`src/rtl/vgn_pkg.sv`:
```
`timescale 1ns / 1ps
// ----------------------------------------------------------------------------
// vgn_pkg
// Shared types and codes of the volume gradient normals unit.
// ----------------------------------------------------------------------------
package vgn_pkg;

    // request kinds
    typedef logic [1:0] t_op;
    localparam t_op OP_START = 2'd0;
    localparam t_op OP_LOAD  = 2'd1;
    localparam t_op OP_READ  = 2'd2;
    localparam t_op OP_NONE  = 2'd3;

    // configuration register indexes
    localparam int CFG_IDX_W = 3;
    localparam logic [CFG_IDX_W-1:0] CFG_DIM_X   = 3'd0;
    localparam logic [CFG_IDX_W-1:0] CFG_DIM_Y   = 3'd1;
    localparam logic [CFG_IDX_W-1:0] CFG_DIM_Z   = 3'd2;
    localparam logic [CFG_IDX_W-1:0] CFG_INV_X   = 3'd3;
    localparam logic [CFG_IDX_W-1:0] CFG_INV_Y   = 3'd4;
    localparam logic [CFG_IDX_W-1:0] CFG_INV_Z   = 3'd5;

    // neighbour present flags
    localparam int NB_XP = 0;
    localparam int NB_XM = 1;
    localparam int NB_YP = 2;
    localparam int NB_YM = 3;
    localparam int NB_ZP = 4;
    localparam int NB_ZM = 5;

    // widest store address over the whole dimension range
    localparam int ADDR_MAX_W = 30;

    typedef struct packed {
        t_op                   op;
        logic [ADDR_MAX_W-1:0] addr;
        logic [15:0]           sample;
        logic [5:0]            nb;
    } t_cmd;

    typedef struct packed {
        logic [15:0] inv_x;
        logic [15:0] inv_y;
        logic [15:0] inv_z;
    } t_spacing;

    typedef struct packed {
        logic       full;
        logic       empty;
        logic [1:0] count;
    } t_qstat;

endpackage

```
`src/rtl/vgn_front.sv`:
```
`timescale 1ns / 1ps
// ----------------------------------------------------------------------------
// vgn_front
// Configuration registers and request decode: range checks, coordinate
// clamping, border flags and store address of each accepted beat.
// ----------------------------------------------------------------------------
module vgn_front import vgn_pkg::*; #(
    parameter int MAX_DIM_X = 64,
    parameter int MAX_DIM_Y = 64,
    parameter int MAX_DIM_Z = 64
) (
    input  logic                 i_clk,
    input  logic                 i_rst_n,
    input  logic                 i_cfg_we,
    input  logic [CFG_IDX_W-1:0] i_cfg_idx,
    input  logic [15:0]          i_cfg_data,
    input  logic                 i_start,
    input  logic                 i_full,
    input  logic [1:0]           i_req_type,
    input  logic [5:0]           i_pos_x,
    input  logic [5:0]           i_pos_y,
    input  logic [5:0]           i_pos_z,
    input  logic [15:0]          i_sample,
    output logic                 o_push,
    output t_cmd                 o_cmd,
    output t_spacing             o_spacing
);
    logic [6:0]  r_dim_x, r_dim_y, r_dim_z;
    logic [15:0] r_inv_x, r_inv_y, r_inv_z;

    always_ff @(posedge i_clk) begin
        if (!i_rst_n) begin
            r_dim_x <= 7'd64;
            r_dim_y <= 7'd64;
            r_dim_z <= 7'd64;
            r_inv_x <= 16'd305;
            r_inv_y <= 16'd256;
            r_inv_z <= 16'd400;
        end else if (i_cfg_we) begin
            case (i_cfg_idx)
                CFG_DIM_X: r_dim_x <= i_cfg_data[6:0];
                CFG_DIM_Y: r_dim_y <= i_cfg_data[6:0];
                CFG_DIM_Z: r_dim_z <= i_cfg_data[6:0];
                CFG_INV_X: r_inv_x <= i_cfg_data;
                CFG_INV_Y: r_inv_y <= i_cfg_data;
                CFG_INV_Z: r_inv_z <= i_cfg_data;
                default: ;
            endcase
        end
    end

    assign o_spacing = '{inv_x: r_inv_x, inv_y: r_inv_y, inv_z: r_inv_z};

    function automatic logic [10:0] eff_dim(input logic [6:0] d, input logic [10:0] maxd);
        logic [10:0] w;
        w = {4'b0, d};
        if (d == 7'd0) return 11'd1;
        return (w > maxd) ? maxd : w;
    endfunction

    logic [10:0] w_ex, w_ey, w_ez;
    logic [10:0] w_px, w_py, w_pz;
    logic [10:0] w_cx, w_cy, w_cz;
    logic        w_in_range;
    logic [31:0] w_addr;

    always_comb begin
        w_ex = eff_dim(r_dim_x, 11'(MAX_DIM_X));
        w_ey = eff_dim(r_dim_y, 11'(MAX_DIM_Y));
        w_ez = eff_dim(r_dim_z, 11'(MAX_DIM_Z));
        w_px = {5'b0, i_pos_x};
        w_py = {5'b0, i_pos_y};
        w_pz = {5'b0, i_pos_z};
        w_in_range = (w_px < w_ex) && (w_py < w_ey) && (w_pz < w_ez);
        // reads saturate to the last voxel in use
        w_cx = (w_px >= w_ex) ? w_ex - 11'd1 : w_px;
        w_cy = (w_py >= w_ey) ? w_ey - 11'd1 : w_py;
        w_cz = (w_pz >= w_ez) ? w_ez - 11'd1 : w_pz;
        w_addr = ({21'b0, w_cz} * 32'(MAX_DIM_Y) + {21'b0, w_cy}) * 32'(MAX_DIM_X)
                 + {21'b0, w_cx};

        o_cmd.op     = i_req_type;
        o_cmd.addr   = w_addr[ADDR_MAX_W-1:0];
        o_cmd.sample = i_sample;
        o_cmd.nb[NB_XP] = (w_cx + 11'd1) < w_ex;
        o_cmd.nb[NB_XM] = (w_cx != 11'd0);
        o_cmd.nb[NB_YP] = (w_cy + 11'd1) < w_ey;
        o_cmd.nb[NB_YM] = (w_cy != 11'd0);
        o_cmd.nb[NB_ZP] = (w_cz + 11'd1) < w_ez;
        o_cmd.nb[NB_ZM] = (w_cz != 11'd0);

        o_push = i_start && !i_full && (i_req_type != OP_NONE)
                 && !((i_req_type == OP_LOAD) && !w_in_range);
    end
endmodule

```
`config.mk`:
```
export PLATFORM = sky130hd
export DESIGN_NAME = vgn_front
export DESIGN_NICKNAME = d
export VERILOG_FILES = /design/src/rtl/vgn_pkg.sv /design/src/rtl/vgn_front.sv
export SDC_FILE = /design/constraint.sdc
export NUM_CORES = 1
export LEC_CHECK = 0
export ABC_AREA = 0
export BUFFER_PORTS_ARGS = -buffer_cell sky130_fd_sc_hd__buf_4
export CAP_MARGIN = 20
export CORE_MARGIN = 2
export CORE_UTILIZATION = 30
export DETAILED_ROUTE_END_ITERATION = 8
export PLACE_DENSITY = 0.62
export SETUP_SLACK_MARGIN = 0.02
export SYNTH_ARGS = -nofsm -noshare
export SYNTH_HDL_FRONTEND = slang
export SYNTH_SLANG_ARGS = --single-unit
```
`constraint.sdc`:
```
create_clock -name i_clk -period 9.2 [get_ports i_clk]
set_input_delay 0.92 -clock i_clk [delete_from_list [all_inputs] [get_ports i_clk]]
set_output_delay 0.92 -clock i_clk [all_outputs]
set_load 0.01 [all_outputs]
```
==> metrics.md <==
| Metric | Value |
|---|---|
| Status | `complete, no violations` |
| Post-CTS Setup Bufs | `0` |
| Setup TNS | `0 ns` |
| Utilization after layout | `a little under two fifths` |
| Inserted Diodes | `0` |
| Std cell rows | `48` |
| Fill cells | `approximately 1,800` |
| Resized cells post-CTS | `0` |
| Max VDD drop | `just under 0.1 mV` |
| Worst hold slack | `about 0.46 ns` |
| Wire length per cell | `14.2 um` |
| Async SR Flop Fraction | `0%` |
| Pwr/cell area | `~130 mW/mm2` |
| DP Area | `about 0.0063 mm2` |
| Final ANT Viol Nets | `0` |
| Dominant cells by area after synthesis | `dfxtp_1 (26%), ha_1 (13%), nand2_1 (11%)` |
| Max_cap viols | `0` |
| Iter 0 DRT Violations | `between 200 and 300` |
| Slew Limit Headroom | `about 50%` |
| Slew @ Worst Pin | `~0.74 ns` |
| Core area | `approximately 0.017 mm2` |
| Final min period | `approximately 6.0 ns` |
| Total CTS buffers | `9` |
| # setup viols final | `0` |
| Clock skew | `0 ns` |
| RSZ-0062 raised after global routing | `no` |
| Mapped cell area | `0.00532 mm2` |
| Port-buffer cells | `~120` |
| Overflow after GRT | `0` |
| Total Routed Length | `~14,000 um` |
| Synth cell types | `58` |
| Largest net degree at the start of global routing | `70` |
| Initial core utilization | `between 30 and 40%` |
| Fin cells | `a little over 1,000` |
| CTS Root Cell | `clkbuf_16` |
| Hold_buf cts | `0` |
| Post-DR vias/cell | `between 4 and 5` |
| Data required, critical path | `between 8 and 9 ns` |
| Synth area leader | `dfxtp_1` |
| Area grow syn2layout | `23.3%` |
| First-pass GRT wire length | `23,500 um` |
| Final Instance Area | `0.00656 mm2` |
| Longest Clk Path Bufs | `2` |
| CTS sink cnt | `69` |
| CP endpoint kind | `output port` |
| Synth top area share | `around a quarter` |
| Final Wtd Congestion | `0.839` |
| Die Y | `between 100 and 150 um` |
| Initial antenna violation count | `0` |
| Syn avg cell area | `between 7 and 8 um2` |
| Io pins | `approximately 160` |
| Syn. warnings | `0` |
| Vias in the first global route | `roughly 4,700` |
| Hpwl dp | `around 11,000 um` |
| Period utilization | `about 65%` |
| CP startpoint kind | `register` |
| CTS tree | `done` |
| Post-synth EDFFs | `0` |
| Vias | `a little under 5,000` |
| H-tree levels | `3` |
| Clock Latency Late Sink | `around 0.32 ns` |
| Max Clock Freq | `167 MHz` |
| Post-synthesis sequential area ratio | `26.0%` |
| DRC viols | `0` |
| Total track usage | `around 15%` |
| Die width | `about 140 um` |
| CP arrival | `just over 5 ns` |
| Layout cells sized above 1 | `between 10% and 20%` |
| Worst hold path class | `reg -> reg` |
| Crit Path Max Fanout | `13` |
| FF+latch count, synth | `around 70` |
| Syn Inst Count | `slightly below 700` |
| Drt pass-1 iters | `5` |
| CTS clk-pin slew, worst paths | `around 0.060 ns` |
| Dpl cells | `between 900 and 1,000` |
| Total die area | `approximately 0.019 mm2` |
| Max-slew violation count | `0` |
| Final Hold Vio Count | `0` |
| Crit Path Category | `reg -> out` |
| Synth Flop Type | `dfxtp_1` |
| P_leak | `between 2 and 3 nW` |
| Layout Nets | `~900` |
## power breakdown
group / switching (mW) / leakage (nW) / internal (mW)
Sequential: 0.00573 / 0.559 / 0.306
Clock: 0.133 / 0.139 / 0.212
Combinational: 0.0895 / 2.16 / 0.0784
Total: 0.228 / 2.86 / 0.596
## final cells by class
cell class | count | area (um2) | share of cell area [%]
clock buffers | 10 | 229 | 3.49
clock inverters | 6 | 71.3 | 1.09
inverters | 35 | 136 | 2.08
multi-input cells | 544 | 3540 | 54.0
flip-flops and latches | 69 | 1380 | 21.1
well taps | 225 | 282 | 4.29
repair buffers | 122 | 916 | 14.0
## through the flow
stage               power (mW)  worst slack, ns
floorplan                0.430             3.70
global placement         0.485             3.48
detailed placement       0.487             3.49
CTS                      0.836             3.22
global route             0.868             2.68
finish                   0.824             3.22
## layout by cell type (no fill, tap or decap), types with 11 or more instances in the layout
cell type    n
nor2b_1     14
xor2_1      11
mux2i_1     18
nand3_1     20
conb_1      12
dfxtp_1     69
o21ai_0     21
a21o_1      14
a21boi_0    52
nor2_1      31
buf_4      122
ha_1        55
nand2_1    157
a21oi_1     18
xnor2_1     17
nor3_1      13
inv_1       32
## registers in the layout, indices dropped and copies added (netlist names)
| signal | cells |
|---|---|
| r_dim_z | 7 |
| r_dim_y | 7 |
| r_inv_y | 16 |
| r_dim_x | 7 |
| r_inv_x | 16 |
| r_inv_z | 16 |
## worst max-delay path: stages, from the launching register on
cell and delay [ns]:
dfxtp_1 0.36, nor2_1 0.24, a21oi_1 0.09, or2_2 0.33, inv_1 0.09, ha_1 0.22, nand2b_1 0.14, a211oi_1 0.37
o32ai_4 0.23, nand4_1 0.26, inv_1 0.09, ha_1 0.35, and3_1 0.18, a2111oi_1 0.55, a211oi_1 0.11, or3_1 0.40
a2111oi_2 0.41, xnor2_1 0.16, buf_4 0.14
## synth_stat cells, types with 11 or more instances
cell type	count
ha_1	55
buf_4	27
o21ai_0	21
a21o_1	14
nor3_1	13
nand3_1	20
nor2_1	31
mux2i_1	18
xor2_1	11
clkbuf_1	21
inv_1	32
dfxtp_1	69
a21oi_1	18
xnor2_1	17
a21boi_0	52
nand2_1	157
nor2b_1	14
## path summary, 6_finish.rpt
path | start | to | slack (ns) | cells past startpoint
worst max-delay path | r_dim_y[3]$_SDFFE_PN0P_ | o_cmd[40] | 3.22 | 18
worst min-delay path | r_inv_y[0]$_SDFFE_PN0P_ | r_inv_y[0]$_SDFFE_PN0P_ | 0.46 | 2
worst max register to register | r_dim_x[6]$_SDFFE_PN1P_ | r_dim_x[6]$_SDFFE_PN1P_ | 8.13 | 2
worst min register to register | r_inv_y[0]$_SDFFE_PN0P_ | r_inv_y[0]$_SDFFE_PN0P_ | 0.46 | 2
## layer usage
metal / up-vias / part of all wire, % / GRT usage (%)
li1: 2527 / - / -
met1: 2219 / 47 / 20.7
met2: 147 / 42 / 24.0
met3: 11 / 9.6 / 5.22
met4: 0 / 0.73 / 3.32
met5: - / 0 / 0
## cells by family after synthesis
logic type                 share of synthesized area (%)
adders and majority gates                           13.3
DFF                                                 26.0
buffers and inverters                               8.16
muxes                                               4.49
other                                             0.0705
xor gates and xnor gates                            4.61
AOI/OAI and AO/OA                                   19.1
and+or+nand+nor                                     24.3
No activity file was read; power rests on OpenSTA's default activity.
