`src/rtl/vgn_pkg.sv`:
```
`timescale 1ns / 1ps
// ----------------------------------------------------------------------------
// vgn_pkg
// Shared types and codes of the volume gradient normals unit.
// ----------------------------------------------------------------------------
package vgn_pkg;

    // request kinds
    typedef logic [1:0] t_op;
    localparam t_op OP_START = 2'd0;
    localparam t_op OP_LOAD  = 2'd1;
    localparam t_op OP_READ  = 2'd2;
    localparam t_op OP_NONE  = 2'd3;

    // configuration register indexes
    localparam int CFG_IDX_W = 3;
    localparam logic [CFG_IDX_W-1:0] CFG_DIM_X   = 3'd0;
    localparam logic [CFG_IDX_W-1:0] CFG_DIM_Y   = 3'd1;
    localparam logic [CFG_IDX_W-1:0] CFG_DIM_Z   = 3'd2;
    localparam logic [CFG_IDX_W-1:0] CFG_INV_X   = 3'd3;
    localparam logic [CFG_IDX_W-1:0] CFG_INV_Y   = 3'd4;
    localparam logic [CFG_IDX_W-1:0] CFG_INV_Z   = 3'd5;

    // neighbour present flags
    localparam int NB_XP = 0;
    localparam int NB_XM = 1;
    localparam int NB_YP = 2;
    localparam int NB_YM = 3;
    localparam int NB_ZP = 4;
    localparam int NB_ZM = 5;

    // widest store address over the whole dimension range
    localparam int ADDR_MAX_W = 30;

    typedef struct packed {
        t_op                   op;
        logic [ADDR_MAX_W-1:0] addr;
        logic [15:0]           sample;
        logic [5:0]            nb;
    } t_cmd;

    typedef struct packed {
        logic [15:0] inv_x;
        logic [15:0] inv_y;
        logic [15:0] inv_z;
    } t_spacing;

    typedef struct packed {
        logic       full;
        logic       empty;
        logic [1:0] count;
    } t_qstat;

endpackage

```
`src/rtl/vgn_back.sv`:
```
`timescale 1ns / 1ps
// ----------------------------------------------------------------------------
// vgn_back
// Command execution: range trackers, voxel writes, neighbour fetch, gradient
// squares, bit-pair square root and a shared bit-serial divider.
// ----------------------------------------------------------------------------
module vgn_back import vgn_pkg::*; #(
    parameter int MAX_DIM_X = 64,
    parameter int MAX_DIM_Y = 64,
    parameter int ADDR_W    = 18
) (
    input  logic               i_clk,
    input  logic               i_rst_n,
    input  t_cmd               i_cmd,
    input  logic               i_empty,
    input  t_spacing           i_spacing,
    output logic               o_pop,
    output logic               o_we,
    output logic [ADDR_W-1:0]  o_waddr,
    output logic [15:0]        o_wdata,
    output logic [ADDR_W-1:0]  o_raddr,
    input  logic [15:0]        i_rdata,
    output logic               o_valid,
    output logic [15:0]        o_density,
    output logic signed [15:0] o_normal_x,
    output logic signed [15:0] o_normal_y,
    output logic signed [15:0] o_normal_z,
    output logic [23:0]        o_grad_magnitude,
    output logic               o_degenerate
);
    localparam logic [3:0] ST_IDLE  = 4'd0;
    localparam logic [3:0] ST_FETCH = 4'd1;
    localparam logic [3:0] ST_MUL   = 4'd2;
    localparam logic [3:0] ST_SQ    = 4'd3;
    localparam logic [3:0] ST_SQRT  = 4'd4;
    localparam logic [3:0] ST_DSET  = 4'd5;
    localparam logic [3:0] ST_DRUN  = 4'd6;
    localparam logic [3:0] ST_DEND  = 4'd7;
    localparam logic [3:0] ST_OUT   = 4'd8;

    localparam logic [ADDR_W-1:0] STRIDE_X = ADDR_W'(1);
    localparam logic [ADDR_W-1:0] STRIDE_Y = ADDR_W'(MAX_DIM_X);
    localparam logic [ADDR_W-1:0] STRIDE_Z = ADDR_W'(MAX_DIM_X * MAX_DIM_Y);

    localparam logic [5:0] DIV_STEPS = 6'd48;

    logic [3:0]        r_state, n_state;
    logic [5:0]        r_cnt, n_cnt;
    logic [ADDR_W-1:0] r_addr, n_addr;
    logic [5:0]        r_nb, n_nb;
    logic [15:0]       r_vox [7];
    logic [15:0]       n_vox [7];
    logic [30:0]       r_a [3];
    logic [30:0]       n_a [3];
    logic [2:0]        r_neg, n_neg;
    logic [63:0]       r_sum, n_sum;
    logic [63:0]       r_root, n_root;
    logic [63:0]       r_bit, n_bit;
    logic [2:0]        r_j, n_j;
    logic [47:0]       r_num, n_num;
    logic [49:0]       r_rem, n_rem;
    logic [49:0]       r_den, n_den;
    logic [15:0]       r_dens, n_dens;
    logic [15:0]       r_nrm [3];
    logic [15:0]       n_nrm [3];
    logic [23:0]       r_mag, n_mag;
    logic [15:0]       r_min, n_min;
    logic [15:0]       r_max, n_max;
    logic              r_valid, n_valid;
    logic              r_degen, n_degen;

    logic [15:0] w_range;
    logic [15:0] w_nxt, w_prv, w_inv, w_d;
    logic [31:0] w_prod;
    logic [61:0] w_sq;
    logic [63:0] w_trial;
    logic [49:0] w_t;
    logic        w_ge;
    logic [15:0] w_n;
    logic [1:0]  w_k;

    always_comb begin
        n_state = r_state;  n_cnt = r_cnt;   n_addr = r_addr;  n_nb = r_nb;
        n_vox   = r_vox;    n_a   = r_a;     n_neg  = r_neg;   n_sum = r_sum;
        n_root  = r_root;   n_bit = r_bit;   n_j    = r_j;     n_num = r_num;
        n_rem   = r_rem;    n_den = r_den;   n_dens = r_dens;  n_nrm = r_nrm;
        n_mag   = r_mag;    n_min = r_min;   n_max  = r_max;
        n_valid = 1'b0;     n_degen = r_degen;

        o_pop   = 1'b0;
        o_we    = 1'b0;
        o_waddr = i_cmd.addr[ADDR_W-1:0];
        o_wdata = i_cmd.sample;
        o_raddr = r_addr;

        w_range = r_max - r_min;
        w_k     = r_cnt[1:0];
        case (w_k)
            2'd0:    begin w_nxt = r_vox[1]; w_prv = r_vox[2]; w_inv = i_spacing.inv_x; end
            2'd1:    begin w_nxt = r_vox[3]; w_prv = r_vox[4]; w_inv = i_spacing.inv_y; end
            default: begin w_nxt = r_vox[5]; w_prv = r_vox[6]; w_inv = i_spacing.inv_z; end
        endcase
        w_d     = (w_nxt < w_prv) ? w_prv - w_nxt : w_nxt - w_prv;
        w_prod  = {16'b0, w_d} * {16'b0, w_inv};
        w_sq    = 62'(r_a[w_k]) * 62'(r_a[w_k]);
        w_trial = r_root + r_bit;
        w_t     = {r_rem[48:0], r_num[47]};
        w_ge    = (w_t >= r_den);
        w_n     = r_num[15:0];

        case (r_state)
            ST_IDLE: begin
                if (!i_empty) begin
                    o_pop = 1'b1;
                    case (i_cmd.op)
                        OP_START: begin
                            n_min = 16'hFFFF;
                            n_max = 16'h0000;
                        end
                        OP_LOAD: begin
                            o_we = 1'b1;
                            if (i_cmd.sample > r_max) n_max = i_cmd.sample;
                            if (i_cmd.sample < r_min) n_min = i_cmd.sample;
                        end
                        OP_READ: begin
                            n_dens = '0;
                            n_nrm  = '{default: '0};
                            n_mag  = '0;
                            if (r_max <= r_min) begin
                                n_valid = 1'b1;
                                n_degen = 1'b1;
                            end else begin
                                n_degen = 1'b0;
                                n_addr  = i_cmd.addr[ADDR_W-1:0];
                                n_nb    = i_cmd.nb;
                                n_cnt   = '0;
                                n_state = ST_FETCH;
                            end
                        end
                        default: ;
                    endcase
                end
            end
            ST_FETCH: begin
                // one address per cycle, data lands in the following cycle
                case (r_cnt[2:0])
                    3'd0:    o_raddr = r_addr;
                    3'd1:    o_raddr = r_nb[NB_XP] ? r_addr + STRIDE_X : r_addr;
                    3'd2:    o_raddr = r_nb[NB_XM] ? r_addr - STRIDE_X : r_addr;
                    3'd3:    o_raddr = r_nb[NB_YP] ? r_addr + STRIDE_Y : r_addr;
                    3'd4:    o_raddr = r_nb[NB_YM] ? r_addr - STRIDE_Y : r_addr;
                    3'd5:    o_raddr = r_nb[NB_ZP] ? r_addr + STRIDE_Z : r_addr;
                    3'd6:    o_raddr = r_nb[NB_ZM] ? r_addr - STRIDE_Z : r_addr;
                    default: o_raddr = r_addr;
                endcase
                if (r_cnt != 6'd0) begin
                    n_vox[3'(r_cnt[2:0] - 3'd1)] = i_rdata;
                end
                if (r_cnt == 6'd7) begin
                    n_cnt   = '0;
                    n_state = ST_MUL;
                end else begin
                    n_cnt = r_cnt + 6'd1;
                end
            end
            ST_MUL: begin
                n_a[w_k]   = w_prod[31:1];
                n_neg[w_k] = (w_nxt < w_prv);
                if (r_cnt == 6'd2) begin
                    n_cnt   = '0;
                    n_sum   = '0;
                    n_state = ST_SQ;
                end else begin
                    n_cnt = r_cnt + 6'd1;
                end
            end
            ST_SQ: begin
                n_sum = r_sum + {2'b0, w_sq};
                if (r_cnt == 6'd2) begin
                    n_cnt   = '0;
                    n_root  = '0;
                    n_bit   = 64'd1 << 62;
                    n_state = ST_SQRT;
                end else begin
                    n_cnt = r_cnt + 6'd1;
                end
            end
            ST_SQRT: begin
                if (r_sum >= w_trial) begin
                    n_sum  = r_sum - w_trial;
                    n_root = (r_root >> 1) + r_bit;
                end else begin
                    n_root = r_root >> 1;
                end
                n_bit = r_bit >> 2;
                if (r_cnt == 6'd31) begin
                    n_j     = '0;
                    n_state = ST_DSET;
                end else begin
                    n_cnt = r_cnt + 6'd1;
                end
            end
            ST_DSET: begin
                n_rem   = '0;
                n_cnt   = '0;
                n_state = ST_DRUN;
                case (r_j)
                    3'd0: begin
                        n_num = {16'b0, r_vox[0] - r_min, 16'b0};
                        n_den = {34'b0, w_range};
                        if (r_vox[0] <= r_min) n_state = ST_DSET;
                    end
                    3'd1, 3'd2, 3'd3: begin
                        n_num = {2'b0, r_a[2'(r_j - 3'd1)], 15'b0} + {16'b0, r_root[31:0]};
                        n_den = {17'b0, r_root[31:0], 1'b0};
                        if (r_root == 64'd0) n_state = ST_DSET;
                    end
                    default: begin
                        n_num = {9'b0, r_root[31:0], 7'b0};
                        n_den = {34'b0, w_range};
                        if (r_root == 64'd0) n_state = ST_DSET;
                    end
                endcase
                // skipped division: its result stays zero
                if (n_state == ST_DSET) begin
                    if (r_j == 3'd4) n_state = ST_OUT;
                    else n_j = r_j + 3'd1;
                end
            end
            ST_DRUN: begin
                n_rem = w_ge ? w_t - r_den : w_t;
                n_num = {r_num[46:0], w_ge};
                if (r_cnt == DIV_STEPS - 6'd1) n_state = ST_DEND;
                else n_cnt = r_cnt + 6'd1;
            end
            ST_DEND: begin
                case (r_j)
                    3'd0: n_dens = (|r_num[47:16]) ? 16'hFFFF : r_num[15:0];
                    3'd1, 3'd2, 3'd3: begin
                        n_nrm[2'(r_j - 3'd1)] = r_neg[2'(r_j - 3'd1)] ? 16'd0 - w_n : w_n;
                    end
                    default: n_mag = (|r_num[47:24]) ? 24'hFFFFFF : r_num[23:0];
                endcase
                if (r_j == 3'd4) begin
                    n_state = ST_OUT;
                end else begin
                    n_j     = r_j + 3'd1;
                    n_state = ST_DSET;
                end
            end
            ST_OUT: begin
                n_valid = 1'b1;
                n_state = ST_IDLE;
            end
            default: n_state = ST_IDLE;
        endcase
    end

    always_ff @(posedge i_clk) begin
        if (!i_rst_n) begin
            r_state <= ST_IDLE;
            r_cnt   <= '0;
            r_j     <= '0;
            r_min   <= 16'hFFFF;
            r_max   <= 16'h0000;
            r_valid <= 1'b0;
            r_degen <= 1'b0;
        end else begin
            r_state <= n_state;
            r_cnt   <= n_cnt;
            r_j     <= n_j;
            r_min   <= n_min;
            r_max   <= n_max;
            r_valid <= n_valid;
            r_degen <= n_degen;
        end
    end

    always_ff @(posedge i_clk) begin
        r_addr <= n_addr;
        r_nb   <= n_nb;
        r_vox  <= n_vox;
        r_a    <= n_a;
        r_neg  <= n_neg;
        r_sum  <= n_sum;
        r_root <= n_root;
        r_bit  <= n_bit;
        r_num  <= n_num;
        r_rem  <= n_rem;
        r_den  <= n_den;
        r_dens <= n_dens;
        r_nrm  <= n_nrm;
        r_mag  <= n_mag;
    end

    assign o_valid          = r_valid;
    assign o_density        = r_dens;
    assign o_normal_x       = r_nrm[0];
    assign o_normal_y       = r_nrm[1];
    assign o_normal_z       = r_nrm[2];
    assign o_grad_magnitude = r_mag;
    assign o_degenerate     = r_degen;
endmodule

```
`config.mk`:
```
export PLATFORM = sky130hd
export DESIGN_NAME = vgn_back
export DESIGN_NICKNAME = d
export VERILOG_FILES = /design/src/rtl/vgn_pkg.sv /design/src/rtl/vgn_back.sv
export SDC_FILE = /design/constraint.sdc
export NUM_CORES = 2
export LEC_CHECK = 0
export BUFFER_PORTS_ARGS = -buffer_cell sky130_fd_sc_hd__buf_2
export CAP_MARGIN = 20
export CORE_ASPECT_RATIO = 0.7
export CORE_MARGIN = 1.5
export CORE_UTILIZATION = 60
export CTS_CLUSTER_DIAMETER = 40
export DETAILED_ROUTE_END_ITERATION = 6
export PLACE_DENSITY = 0.89
export SETUP_SLACK_MARGIN = 0.4
export SLEW_MARGIN = 20
export SYNTH_ARGS = -nofsm -noshare
export SYNTH_HDL_FRONTEND = slang
export SYNTH_SLANG_ARGS = --single-unit
export TNS_END_PERCENT = 30
```
`constraint.sdc`:
```
create_clock -name i_clk -period 18.9 [get_ports i_clk]
set_input_delay 2.835 -clock i_clk [delete_from_list [all_inputs] [get_ports i_clk]]
set_output_delay 2.835 -clock i_clk [all_outputs]
set_load 0.02 [all_outputs]
```
==> reports/metrics.cfg <==
[finish]
area_growth_pct=7.22
filler_cell_count=9910
nNetsFinal=10314
drive_gt1_frac=0.0707
regArea_mm2=0.0193
multiInputGateArea_mm2=0.0546

[critical_path]
crit_type=reg2reg
critPathMaxStageDelay_ns=0.90
required_ns=19.23
cp_data_arrival_time_ns=13.81
crit_path_frequent_cell=fa_1
cpMaxStageDelayCell=o311ai_0
critPathLaunchType=flop
cp_max_fo=60
endpoint_kind=flop

[global_route]
grt_first_pass_wirelength_um=372000
grt_antenna_before_repair=6
grt_pass1_vias=65844
grt_max_degree=92
grt_overflow_total=0
grt_usage=0.356

[yosys]
yosysMostFrequentCell=inv_1
synthTopCellsByCount=inv_1, fa_1, nor2_1, nand2_1, ha_1
yosysSeqAreaShare=0.241
synth.distinct_cells=91
netlist_top_cells_area=fa_1, edfxtp_1, ha_1, inv_1, nor2_1
postSynthAreaPerCell_um2=9.41
synth_edf_count=610
ys_ff_latch=657
yosys.area.top_type_share=0.256
yosysWarnings=0
syn_nets=10288
syn_inst=8501
synth.cell_area_mm2=0.0800
ys.flop_type=edfxtp_1
ys_async_sr_fraction=0
yosys.area.top_type=fa_1

[placed_design]
place_hpwl_um=185000
portBuffers=252
dp_slack_ns=5.95
gp_congestion=1.03

[die]
row_count=111
initial_core_util=0.608
die_area_mm2=0.136
chipHeight_um=309
top_level_ports=265
core-area_mm2=0.132
fp.dieW_um=440

[sta]
relSlewSlack=0.155
setup_slack_ns=5.42
fin_skew_ns=0.0806
rsz0062_at_grt=no
hold_viol=0
maxSlewViolCount=0
clock.fmax_mhz=74.2
setup_tns_ns=0
finalCritPeriodShare=0.713
post-route-min-period_ns=13.48
setup_viol=0
fin_hold_ws_ns=0.477
tightest_slew_ns=1.25

[detailed_routing]
ant_nets=0
finalWirelength_um=242000
vias=66263
dr.pass1.iters=7
vias_per_cell=6.40
drtIter0Drc=8722
wl_per_cell_um=23.4
route.detailed.drc=2

[cts]
cts-root-buf=clkbuf_16
cts.hold.buffers_added=0
clock_latency_ns=0.75
cts_buffer_depth=3
ctsHtreeMaxLevel=3
cts_setup_buffers=0
clk_pin_slew_ns=0.06
cts_made_buffers=86
cts.sinks=657
cts_resized=0
cts_tree=yes

[power]
clkPwrFrac=0.364
switchingPower_mw=1.52
ir_worst_vdd_v=0.000143
cellPowerDensity_mw_per_mm2=54.2
switching_share=0.328
p_int_mw=3.13
leakage_nw=37.7
pwr-share-seq=0.376
pwr-share-comb=0.260

[outcome]
violations=design-rule violations
run_status=complete, but fails checks

[job]
drv_cap=0

[hold_path]
hold_class=reg2reg

## kinds of logic after synthesis
family	share of synthesized area
buffers and inverters	0.0803
AO/OA/AOI/OAI	0.136
flip-flops	0.241
XOR/XNOR	0.0415
adder cells (fa/ha/maj)	0.356
AND/OR/NAND/NOR	0.131
multiplexers	0.0137
## sequential cells by signal, indices dropped and copies added (netlist names), 18 cells and up
| signal | count |
|---|---|
| o_grad_magnitude | 24 |
| r_a | 93 |
| r_addr | 18 |
| r_bit | 32 |
| r_den | 33 |
| r_num | 48 |
| r_rem | 49 |
| r_root | 64 |
| r_sum | 64 |
| r_vox | 112 |
## cell usage in the layout (no fill, tap or decap), types with 67 or more instances in the layout
cell / netlist / routed
inv_1: 1234 / 1233
fa_1: 1022 / 1022
nor2_1: 864 / 855
nand2_1: 737 / 736
ha_1: 644 / 641
edfxtp_1: 610 / 610
a21oi_1: 444 / 435
o21ai_0: 302 / 296
buf_2: 20 / 252
xnor2_1: 215 / 214
a21o_1: 214 / 214
xor2_1: 162 / 160
nand3_1: 135 / 133
a31oi_1: 116 / 116
mux2i_1: 102 / 102
buf_4: 40 / 98
a211oi_1: 92 / 92
nor3_1: 90 / 86
nand4_1: 86 / 86
clkbuf_16: 0 / 86
and2_1: 79 / 79
nand2b_1: 78 / 78
o22ai_1: 71 / 71
nor2b_1: 69 / 67
## layer usage
layer | global-route usage | up-vias | part of all wire
met3 | 0.153 | 806 | 0.17
met2 | 0.500 | 4875 | 0.40
li1 | - | 28630 | -
met4 | 0.127 | 12 | 0.042
met1 | 0.491 | 31940 | 0.39
met5 | 0.00877 | - | 0.0011
## cell type report
class / count / share of cell area
clock buffer: 99 / 0.0259
antenna: 6 / 0.000175
clock inverter: 62 / 0.00907
inverter: 1244 / 0.0544
sequential: 657 / 0.224
tap: 1751 / 0.0255
multi-input combinational: 6183 / 0.636
timing repair buffer: 355 / 0.0242
## final timing paths
path,startpoint,endpoint,slack (ns),cells past startpoint
max reg2reg,r_cnt[0],r_a[60],5.42,40
max,r_cnt[0],r_a[60],5.42,40
min reg2reg,r_min[5],r_min[5],0.48,2
min,r_min[5],r_min[5],0.48,2
## worst max-delay path: cells and delay by family, from the launching register on
| family | cells | cell delay, ns |
|---|---|---|
| buf+inv | 8 | 2.02 |
| compound gates | 16 | 4.91 |
| fa+ha+maj | 9 | 4.25 |
| simple gates | 6 | 0.72 |
| xor+xnor | 1 | 0.87 |
| flops | 1 | 0.31 |
## power groups by stage
| stage | logic [mW] | clock network, mW | registers (mW) |
|---|---|---|---|
| detailed placement | 1.15 | 0 | 1.78 |
| global placement | 1.09 | 0 | 1.78 |
| global route | 1.31 | 1.76 | 1.75 |
| CTS | 1.16 | 1.70 | 1.75 |
| finish | 1.21 | 1.69 | 1.75 |
| floorplan | 0.785 | 0 | 1.78 |
## stage by stage
stage	cell area, um2	power (mW)	std cells	util
floorplan	80000	2.57	8501	-
global placement	82700	2.86	10184	0.628
detailed placement	82700	2.93	10186	0.628
CTS	85700	4.61	10347	0.651
global route	85800	4.81	10351	0.652
finish	85800	4.65	10357	0.652
(Power assumes the default switching activity.)
