## src/rtl/vgn_pkg.sv

```systemverilog
`timescale 1ns / 1ps
// ----------------------------------------------------------------------------
// vgn_pkg
// Shared types and codes of the volume gradient normals unit.
// ----------------------------------------------------------------------------
package vgn_pkg;

    // request kinds
    typedef logic [1:0] t_op;
    localparam t_op OP_START = 2'd0;
    localparam t_op OP_LOAD  = 2'd1;
    localparam t_op OP_READ  = 2'd2;
    localparam t_op OP_NONE  = 2'd3;

    // configuration register indexes
    localparam int CFG_IDX_W = 3;
    localparam logic [CFG_IDX_W-1:0] CFG_DIM_X   = 3'd0;
    localparam logic [CFG_IDX_W-1:0] CFG_DIM_Y   = 3'd1;
    localparam logic [CFG_IDX_W-1:0] CFG_DIM_Z   = 3'd2;
    localparam logic [CFG_IDX_W-1:0] CFG_INV_X   = 3'd3;
    localparam logic [CFG_IDX_W-1:0] CFG_INV_Y   = 3'd4;
    localparam logic [CFG_IDX_W-1:0] CFG_INV_Z   = 3'd5;

    // neighbour present flags
    localparam int NB_XP = 0;
    localparam int NB_XM = 1;
    localparam int NB_YP = 2;
    localparam int NB_YM = 3;
    localparam int NB_ZP = 4;
    localparam int NB_ZM = 5;

    // widest store address over the whole dimension range
    localparam int ADDR_MAX_W = 30;

    typedef struct packed {
        t_op                   op;
        logic [ADDR_MAX_W-1:0] addr;
        logic [15:0]           sample;
        logic [5:0]            nb;
    } t_cmd;

    typedef struct packed {
        logic [15:0] inv_x;
        logic [15:0] inv_y;
        logic [15:0] inv_z;
    } t_spacing;

    typedef struct packed {
        logic       full;
        logic       empty;
        logic [1:0] count;
    } t_qstat;

endpackage

```

## src/rtl/vgn_queue.sv

```systemverilog
`timescale 1ns / 1ps
// ----------------------------------------------------------------------------
// vgn_queue
// Two entry command queue between decode and execution.
// ----------------------------------------------------------------------------
module vgn_queue import vgn_pkg::*; (
    input  logic   i_clk,
    input  logic   i_rst_n,
    input  logic   i_push,
    input  t_cmd   i_cmd,
    input  logic   i_pop,
    output t_cmd   o_cmd,
    output t_qstat o_stat
);
    t_cmd       r_mem [2];
    logic       r_wp, r_rp;
    logic [1:0] r_count;

    always_ff @(posedge i_clk) begin
        if (!i_rst_n) begin
            r_wp    <= 1'b0;
            r_rp    <= 1'b0;
            r_count <= 2'd0;
        end else begin
            if (i_push) r_wp <= ~r_wp;
            if (i_pop)  r_rp <= ~r_rp;
            r_count <= r_count + {1'b0, i_push} - {1'b0, i_pop};
        end
    end

    always_ff @(posedge i_clk) begin
        if (i_push) begin
            r_mem[r_wp] <= i_cmd;
        end
    end

    assign o_cmd        = r_mem[r_rp];
    assign o_stat.full  = (r_count == 2'd2);
    assign o_stat.empty = (r_count == 2'd0);
    assign o_stat.count = r_count;
endmodule

```

## config.mk

```make
export PLATFORM = sky130hd
export DESIGN_NAME = vgn_queue
export DESIGN_NICKNAME = d
export VERILOG_FILES = /design/src/rtl/vgn_pkg.sv /design/src/rtl/vgn_queue.sv
export SDC_FILE = /design/constraint.sdc
export NUM_CORES = 1
export LEC_CHECK = 0
export BUFFER_PORTS_ARGS = -buffer_cell sky130_fd_sc_hd__buf_4
export CORE_MARGIN = 2
export CORE_UTILIZATION = 45
export DETAILED_ROUTE_END_ITERATION = 10
export PLACE_DENSITY = 0.81
export SLEW_MARGIN = 20
export SYNTH_ARGS = -nofsm -noshare
export SYNTH_HDL_FRONTEND = slang
export SYNTH_SLANG_ARGS = --single-unit
```

## constraint.sdc

```tcl
create_clock -name i_clk -period 4.2 [get_ports i_clk]
set_input_delay 0.84 -clock i_clk [delete_from_list [all_inputs] [get_ports i_clk]]
set_output_delay 0.84 -clock i_clk [all_outputs]
set_load 0.03 [all_outputs]
```

==> results.yml, run 1 <==
critical_path:
  slowest_delay_ns: 0.98
  crit_required_ns: 3.36
  critPathTopFamily: "flip-flops"
  cp_slowest_cell: "dfxtp_4"
  startpoint_type: "register"
  r2r-end: "r_mem[1][23]$_DFFE_PP_"
  setup.worst_path.end: "o_cmd[0]"
  r2r_slack_ns: 2.29
  critical_path_class: "register to output port"
  reg2reg_from: "r_wp$_SDFFE_PN0P_"
  crit_chain: "mux2_2 -> buf_4"
  r2r_cells: 2
  endpoint_kind: "output port"
  path_max_fanout: 54
  cp.arrival_ns: 2.15
  cp_num_buf_inv: 1
  crit_cells: 2
hold_path:
  hp-start: "i_cmd[37]"
  hold_path_class: "primary input to register"
power_and_ir_drop:
  p_switching_mw: 0.7195
  ir_drop_mv: 0.3170
  leakage_nw: 2.336
  p_comb_share_pct: 14.2
  power.share.clock_pct: 40.8
  power_frac_seq_pct: 44.9
  power_density_nw_per_um2: 514.9
  internal-power_mw: 2.288
  p_sw_share_pct: 23.93
routing:
  drc: 0
  routedWlPerCell_um: 15.89
  drtAntennaViolNets: 0
  viasPerCell: 4.688
  vias: 2161
  drtIter0Drc: 48
  drt_wl_total_um: 7323
  drtPass1Iterations: 4
cts:
  cts_sinks: 113
  ctsRootBufferMaster: "clkbuf_8"
  cts_hold_buffers: 0
  cts_setup_buffers: 0
  worst_skew_pair.late_latency_ns: 0.49
  cts_tree: "built"
  cts_buffers: 17
  cts_max_level: 4
  path_clk_slew_ns: 0.05
  post_cts_resize_count: 0
  clk_path_buf_depth: 2
yosys:
  synth_nets: 249
  ys_types: 14
  ys_seq_area_share_pct: 76.41
  ys_warn_count: 0
  avgSynthCellArea_sq_um: 23.15
  ys_ff_latch: 113
  syn_area_sq_um: 4375
  syn_inst: 189
timing:
  finalCritPeriodShare_pct: 71.12
  hold_viol: 0
  setup_ws_ns: 1.213
  finalCriticalPeriod_ns: 2.987
  grt_setup_unrepaired: "no"
  worst_pin_slew_ns: 1.020
  tns_ns: 0
  setup_viol: 0
  finalClockSkew_ns: 0.007161
  timing.final.max_slew_violations: 0
  max_freq_mhz: 334.8
  whs_ns: 0.5293
  slew_headroom_pct: 31.99
placement:
  port_buffers: 115
  place_ws_ns: 1.733
  placed_cells: 430
  place_congestion: 0.6623
  dp_hpwl_um: 4696
flow_run:
  drv_cap: 0
floorplan:
  start_util_pct: 46.91
  ioPinCount: 116
  row_count: 35
  coreArea_sq_um: 9328
  die_area_sq_um: 10530
  die_y_um: 102.6
  die_x_um: 102.6
grt:
  antenna_found_initial: 0
  gr-total-overflow: 0
  grt_pass1_vias: 2248
  grt_max_degree: 55
  grt_pass1_wl_um: 10960
  grt_usage_pct: 14.47
cells_and_area:
  fin_nets: 380
  n_antenna_cell: 0
  final_layout_size_suffix_gt1_share_pct: 61.14
  instances_no_fill: 461
  area_growth_pct: 33.49
run_status:
  status: "finished clean"
synthesized netlist by cell type, drive strengths merged:
master / number / area, sq um
and2: 4 / 25.02
buf: 6 / 111.4
dfxtp: 5 / 100.1
edfxtp: 108 / 3243
ha: 2 / 25.02
inv: 2 / 7.510
mux2: 54 / 795.8
nor2: 1 / 3.750
nor2b: 4 / 25.02
o21a: 1 / 7.510
xnor3: 1 / 22.52
xor2: 1 / 8.760
per-layer routing:
layer / wire length, um / vias to the layer above / part of all wire, % / GRT usage (%)
met5: 0 / - / 0 / 0
met2: 3842 / 78 / 52 / 24.53
li1: - / 997 / - / -
met3: 505 / 7 / 6.9 / 5.085
met4: 72 / 0 / 0.98 / 7.795
met1: 2902 / 1079 / 40 / 15.99
flip-flops by register name, summed over array words and instances (netlist names), named ones only:
| signal | cells |
|---|---|
| r_mem | 108 |
| r_wp | 1 |
| r_count | 2 |
| r_rp | 1 |
placed cells by master (no fill, tap or decap), drive strengths merged:
cell and count:
clkinv 8, ha 2, nor2b 4, buf 118
edfxtp 108, mux2 54, o21a 1, nor2 1
clkbuf 19, clkinvlp 3, xnor3 1, xor2 1
bufinv 1, and2 4, dfxtp 5, inv 2
stage by stage:
| stage | utilization (%) | power, mW | instance area (sq um) |
|---|---|---|---|
| finish | 62.62 | 3.007 | 5841 |
| CTS | 62.62 | 3.046 | 5841 |
| detailed placement | 57.08 | 1.807 | 5324 |
| global route | 62.62 | 3.130 | 5841 |
| global placement | 57.08 | 1.798 | 5324 |
| floorplan | - | 1.658 | 4375 |
power by group through the flow:
stage / clock network (mW) / registers (mW) / logic (mW)
floorplan: 0 / 1.35 / 0.306
global placement: 0 / 1.37 / 0.427
global route: 1.32 / 1.36 / 0.453
detailed placement: 0 / 1.37 / 0.433
finish: 1.23 / 1.35 / 0.428
CTS: 1.26 / 1.35 / 0.434
kinds of logic after synthesis:
family          Yosys count  share of synthesized area (%)
flops                   113                          76.41
mux                      54                          18.19
simple gates              9                          1.229
buf+inv                   8                          2.717
xor+xnor                  2                         0.7149
fa+ha+maj                 2                         0.5718
compound gates            1                         0.1716
layout make-up:
type,instances,area (sq um)
clock buffers,19,421.7
clock inverters,12,95.09
fillers,671,3487
inverters,2,7.507
multi-input cells,68,922.1
flip-flops and latches,113,3347
well taps,129,161.4
repair buffers,118,885.9
worst min-delay path by stage:
stage | to | slack [ns] | cells after the start
6_report | r_mem[0][37]$_DFFE_PP_ | 0.53 | 1
5_1_grt | r_mem[1][48]$_DFFE_PP_ | 0.50 | 1
4_1_cts | r_mem[0][44]$_DFFE_PP_ | 0.50 | 1
3_5_place_dp | register | 0.56 | 2
3_3_place_gp | register | 0.56 | 2
2_1_floorplan | register | 0.55 | 2
Note: power is estimated with default switching activity, not from simulation.
==> inputs of run 2 (changes only) <==
--- a/config.mk
+++ b/config.mk
@@ -5,11 +5,12 @@
 export SDC_FILE = /design/constraint.sdc
 export NUM_CORES = 1
 export LEC_CHECK = 0
+export ABC_AREA = 1
 export BUFFER_PORTS_ARGS = -buffer_cell sky130_fd_sc_hd__buf_4
 export CORE_MARGIN = 2
 export CORE_UTILIZATION = 45
 export DETAILED_ROUTE_END_ITERATION = 10
-export PLACE_DENSITY = 0.81
+export PLACE_DENSITY = 0.84
 export SLEW_MARGIN = 20
 export SYNTH_ARGS = -nofsm -noshare
 export SYNTH_HDL_FRONTEND = slang
==> constraint.sdc (replaced) <==
create_clock -name i_clk -period 2.5 [get_ports i_clk]
set_input_delay 0.5 -clock i_clk [delete_from_list [all_inputs] [get_ports i_clk]]
set_output_delay 0.5 -clock i_clk [all_outputs]
set_load 0.03 [all_outputs]
==> run 2 against run 1 <==
Net effect: sequential cell count unchanged; critical path depth increased by 1; register-to-register slack worse by 1.1 ns; sequential power rose by 65%; global-route usage rose by 0.081 points; design area is 1.4% higher; worst hold slack lost 0.34 ns; clock power increased by 85%; largest power group is now the clock network; first-iteration DRC count is 110% higher; die area unchanged; final cell count increased by 3.5%; routed wire length increased by 0.45%.
==> results.yml, run 2 <==
cts:
  cts_setup_buffers: 0
  post_cts_resize_count: 0
  path_clk_slew_ns: 0.05
  cts_tree: "built"
  cts_hold_buffers: 0
  cts_sinks: 113
  cts_max_level: 4
  cts_buffers: 17
  worst_skew_pair.late_latency_ns: 0.49
  clk_path_buf_depth: 2
  ctsRootBufferMaster: "clkbuf_8"
yosys:
  synthArstFlopShare_pct: 0
  ys_ff_latch: 113
  synth_flop_cell: "edfxtp_1"
  syn_area_sq_um: 4375
  yosysTopAreaCell: "edfxtp_1"
  syn_inst: 201
  synth_top_cell_area_share_pct: 74.12
  avgSynthCellArea_sq_um: 21.77
  ys_types: 12
  yosysMostFrequentCell: "edfxtp_1"
  ys_seq_area_share_pct: 76.41
  synth.area.top_cells: "edfxtp_1, mux2_4, buf_12, dfxtp_1, mux2_2"
  ys_warn_count: 0
  synth_nets: 261
  synth_commonest_cells: "edfxtp_1, mux2_4, nor2_1, nand2_1, inv_1"
  synth_edf_count: 108
grt:
  antenna_found_initial: 0
  grt_pass1_wl_um: 11080
  grt_pass1_vias: 2263
  grt_max_degree: 31
  grt_usage_pct: 14.55
  gr-total-overflow: 0
routing:
  drtAntennaViolNets: 0
  drtIter0Drc: 103
  drc: 0
  viasPerCell: 4.602
  drtPass1Iterations: 4
  routedWlPerCell_um: 15.42
  vias: 2195
  drt_wl_total_um: 7356
cells_and_area:
  instances_no_fill: 477
  fill_cells: 679
  post-route-util_pct: 63.50
  n_antenna_cell: 0
  largest_reg_flops: 108
  final_cell_mix: "buf_4, edfxtp_1, mux2_4"
  fin_nets: 395
  layout_commonest_cell: "buf_4"
  final_layout_size_suffix_gt1_share_pct: 59.20
  area_growth_pct: 35.37
  reg_top3: "r_mem (108), r_count (2)"
  regMostFlops: "r_mem"
timing:
  finalClockSkew_ns: 0.004714
  finalCriticalPeriod_ns: 2.374
  finalCritPeriodShare_pct: 94.95
  setup_viol: 0
  slew_headroom_pct: 72.91
  max_freq_mhz: 421.3
  setup_ws_ns: 0.1261
  hold_viol: 0
  timing.final.max_slew_violations: 0
  worst_pin_slew_ns: 0.4064
  tns_ns: 0
  grt_setup_unrepaired: "no"
critical_path:
  crit_required_ns: 2.00
  cp.arrival_ns: 1.87
  crit_cells: 3
  slowest_delay_ns: 0.55
  critical_path_class: "register to output port"
  path_max_fanout: 28
  critPathTopFamily: "flip-flops"
  startpoint_type: "register"
  cp_num_buf_inv: 2
  cp_slowest_cell: "dfxtp_4"
  endpoint_kind: "output port"
  r2r_cells: 8
  crit_chain: "buf_12 -> mux2_2 -> buf_4"
power_and_ir_drop:
  power.share.clock_pct: 43.9
  p_switching_mw: 1.163
  power_frac_seq_pct: 43.3
  power_density_nw_per_um2: 871.4
  p_comb_share_pct: 12.8
  ir_drop_mv: 0.5698
  internal-power_mw: 3.998
  leakage_nw: 2.410
  p_sw_share_pct: 22.54
floorplan:
  coreArea_sq_um: 9328
  ioPinCount: 116
  die_x_um: 102.6
  die_area_sq_um: 10530
  start_util_pct: 46.91
  row_count: 35
  die_y_um: 102.6
flow_run:
  drv_cap: 0
placement:
  place_congestion: 0.6988
  dp_hpwl_um: 4863
  port_buffers: 115
  place_ws_ns: 0.6290
  placed_cells: 445
hold_path:
  hold_depth: 1
  hold_path_class: "primary input to register"
run_status:
  status: "finished clean"
## run 2: metrics by stage
step | hold slack, ns | instance area (sq um) | total power [mW]
2_1_floorplan | 0.4635 | 4378 | 2.699
3_3_place_gp | 0.4759 | 5358 | 2.920
3_5_place_dp | 0.4972 | 5358 | 2.939
4_1_cts | 0.1677 | 5923 | 5.224
5_1_grt | 0.1611 | 5923 | 5.366
6_report | 0.1885 | 5923 | 5.161
## run 2: power by group through the flow
stage	combinational (mW)	sequential [mW]	clock, mW
after detailed placement	0.668	2.27	0
after CTS	0.671	2.23	2.32
final	0.661	2.23	2.27
after global placement	0.656	2.26	0
after floorplan	0.435	2.26	0
after global routing	0.703	2.24	2.42
## run 2: worst paths after layout
path,from,endpoint,slack [ns]
worst max-delay path,register,o_cmd[0],0.13
worst min-delay path,i_cmd[35],r_mem[1][35]$_DFFE_PP_,0.19
worst max register to register,r_count[0]$_SDFF_PN0_,r_count[1]$_SDFF_PN0_,1.17
worst min register to register,r_rp$_SDFFE_PN0P_,r_rp$_SDFFE_PN0P_,0.50
## run 2: kinds of logic after synthesis
logic type / Yosys count / share of synthesized area (%)
AND/OR/NAND/NOR: 18 / 1.573
buffers and inverters: 13 / 3.146
AO/OA/AOI/OAI: 1 / 0.1143
multiplexers: 54 / 18.19
adder cells (fa/ha/maj): 2 / 0.5718
flip-flops: 113 / 76.41
## run 2: worst register-to-register path, stage by stage, from the launching register on
cell and delay [ns]:
dfxtp_1 0.36, inv_1 0.06, ha_1 0.26, inv_1 0.04
ha_1 0.18, inv_1 0.06, nand2_1 0.07, a21oi_1 0.13
nor2_1 0.06
## run 2: metal layers
| metal | track usage [%] | up-vias | share of wire [%] |
|---|---|---|---|
| met5 | 0 | - | 0 |
| met4 | 5.538 | 0 | 1.1 |
| met3 | 5.831 | 8 | 7.6 |
| met2 | 25.29 | 82 | 53 |
| met1 | 16.05 | 1066 | 39 |
| li1 | - | 1039 | - |
## run 2: final cells by class
cell class                      instances  area [sq um]  share of cell area, %
Clock buffer                           19         421.7                  7.119
Clock inverter                         13         143.9                  2.429
Inverter                                7         26.28                 0.4436
Multi-Input combinational cell         75         902.1                  15.23
Sequential cell                       113          3347                  56.51
Tap cell                              129         161.4                  2.725
Timing Repair Buffer                  121         920.9                  15.55
==> inputs of run 3 (changes only) <==
--- a/config.mk
+++ b/config.mk
@@ -7,10 +7,14 @@
 export LEC_CHECK = 0
 export ABC_AREA = 1
 export BUFFER_PORTS_ARGS = -buffer_cell sky130_fd_sc_hd__buf_4
+export CELL_PAD_IN_SITES_DETAIL_PLACEMENT = 1
+export CELL_PAD_IN_SITES_GLOBAL_PLACEMENT = 1
 export CORE_MARGIN = 2
-export CORE_UTILIZATION = 45
+export CORE_UTILIZATION = 40
 export DETAILED_ROUTE_END_ITERATION = 10
-export PLACE_DENSITY = 0.84
+export MAX_ROUTING_LAYER = met4
+export PLACE_DENSITY = 0.87
+export RECOVER_POWER = 25
 export SLEW_MARGIN = 20
 export SYNTH_ARGS = -nofsm -noshare
 export SYNTH_HDL_FRONTEND = slang
==> run 3 against run 2 <==
Net effect: register-to-register slack got worse by 0.21 ns; via count grew 1.9%; critical path depth unchanged; die area rose by 12%; sequential share of layout area up 0.62 points; clock power shrank 7%; design area fell by 1.1%; critical path type unchanged; final cell count grew 1.7%.
==> results.yml, run 3 (synthesized netlist as in run 2, its figures left out) <==
run_status:
  status: "finished clean"
cts:
  post_cts_resize_count: 0
  clk_path_buf_depth: 2
  ctsRootBufferMaster: "clkbuf_8"
  cts_max_level: 4
  cts_buffers: 17
  cts_tree: "built"
  worst_skew_pair.late_latency_ns: 0.50
  path_clk_slew_ns: 0.05
  cts_hold_buffers: 0
  cts_setup_buffers: 0
  cts_sinks: 113
floorplan:
  die_y_um: 108.6
  ioPinCount: 116
  die_x_um: 108.6
  coreArea_sq_um: 10750
  die_area_sq_um: 11790
  start_util_pct: 40.72
  row_count: 38
critical_path:
  path_max_fanout: 54
  cp.arrival_ns: 1.78
  reg2reg_from: "r_wp$_SDFFE_PN0P_"
  endpoint_kind: "output port"
  r2r_slack_ns: 0.96
  startpoint_type: "register"
  critical_path_class: "register to output port"
  crit_required_ns: 2.00
  r2r_cells: 3
  r2r-end: "r_mem[1][53]$_DFFE_PP_"
placement:
  dp_hpwl_um: 5783
  place_ws_ns: 0.7272
  place_congestion: 0.6450
  port_buffers: 115
cells_and_area:
  layout_commonest_cell: "edfxtp_1"
  n_antenna_cell: 0
  area_growth_pct: 33.91
  fill_cells: 1039
  reg_top3: "r_mem (108), r_count (2)"
  post-route-util_pct: 54.53
  fin_nets: 394
  regArea_sq_um: 3347
  final_cell_mix: "edfxtp_1, buf_4, mux2_4"
  final_layout_size_suffix_gt1_share_pct: 54.49
  largest_reg_flops: 108
  multiInputGateArea_sq_um: 902.1
  regMostFlops: "r_mem"
hold_path:
  hold_end: "r_mem[1][6]$_DFFE_PP_"
  hold_path_class: "primary input to register"
  hold_depth: 1
  hp-start: "i_cmd[6]"
grt:
  grt_max_degree: 55
  grt_usage_pct: 15.72
  grt_pass1_wl_um: 12710
  antenna_found_initial: 0
  gr-total-overflow: 0
  grt_pass1_vias: 2506
timing:
  setup_ws_ns: 0.2213
  tns_ns: 0
  finalCritPeriodShare_pct: 91.15
  slew_headroom_pct: 69.08
  setup_viol: 0
  max_freq_mhz: 438.9
  finalCriticalPeriod_ns: 2.279
  timing.final.max_slew_violations: 0
  finalClockSkew_ns: 0.01325
  worst_pin_slew_ns: 0.4631
  whs_ns: 0.1914
  hold_viol: 0
  grt_setup_unrepaired: "no"
routing:
  drtIter0Drc: 95
  routedWlPerCell_um: 17.58
  drt_wl_total_um: 8528
  drtPass1Iterations: 6
  drc: 0
  vias: 2236
  viasPerCell: 4.610
  drtAntennaViolNets: 0
flow_run:
  drv_cap: 0
power_and_ir_drop:
  power_density_nw_per_um2: 857.3
  leakage_nw: 2.336
  ir_drop_mv: 0.3882
-- run 3: cell count changes in the layout (fill, tap and decap cells not counted), sizes merged --
cell,previous run,this run
buf,121,84
clkbuf,19,56
clkinv,9,7
bufinv,3,2
-- run 3: how the worst max path moves through the flow --
stage          startpoint                      to  slack [ns]  cells after the start
2_1_floorplan      i_push   r_mem[0][0]$_DFFE_PP_        0.16                      2
3_3_place_gp     register                o_cmd[2]        0.74                      3
3_5_place_dp       i_push  r_mem[1][22]$_DFFE_PP_        0.73                      4
4_1_cts          register                o_cmd[0]        0.17                      3
5_1_grt          register                o_cmd[0]        0.14                      3
6_report         register                o_cmd[1]        0.22                      3
-- run 3: per-layer routing --
layer	wire length, um	vias to the layer above	GRT usage (%)	share of wire [%]
met5	0	-	-	0
met4	119	0	6.868	1.4
met3	395	12	4.702	4.6
met2	4758	67	27.68	56
met1	3254	1118	16.16	38
li1	-	1039	-	-
-- run 3: worst max-delay path, stage by stage, from the launching register on --
cell and delay (ns):
dfxtp_4 0.35, buf_12 0.35, mux2_2 0.39, buf_4 0.17
-- run 3: final cells by class --
type                            count  share of cell area [%]
Inverter                            7                  0.4484
Clock buffer                       20                   7.260
Sequential cell                   113                   57.12
Timing Repair Buffer              120                   15.16
Multi-Input combinational cell     75                   15.40
Clock inverter                     10                   1.623
Tap cell                          140                   2.990
-- run 3: report_power, final --
part,total [mW],switching (mW),internal (mW)
clock network,2.12,0.745,1.38
logic,0.675,0.373,0.301
registers,2.23,0.0330,2.19
-- run 3: metrics by stage --
stage / cells / cell area, sq um / total power, mW
CTS: 485 / 5897 / 5.101
global route: 485 / 5859 / 5.203
floorplan: 201 / 4378 / 2.699
global placement: 455 / 5376 / 2.924
finish: 485 / 5859 / 5.023
detailed placement: 455 / 5376 / 2.958
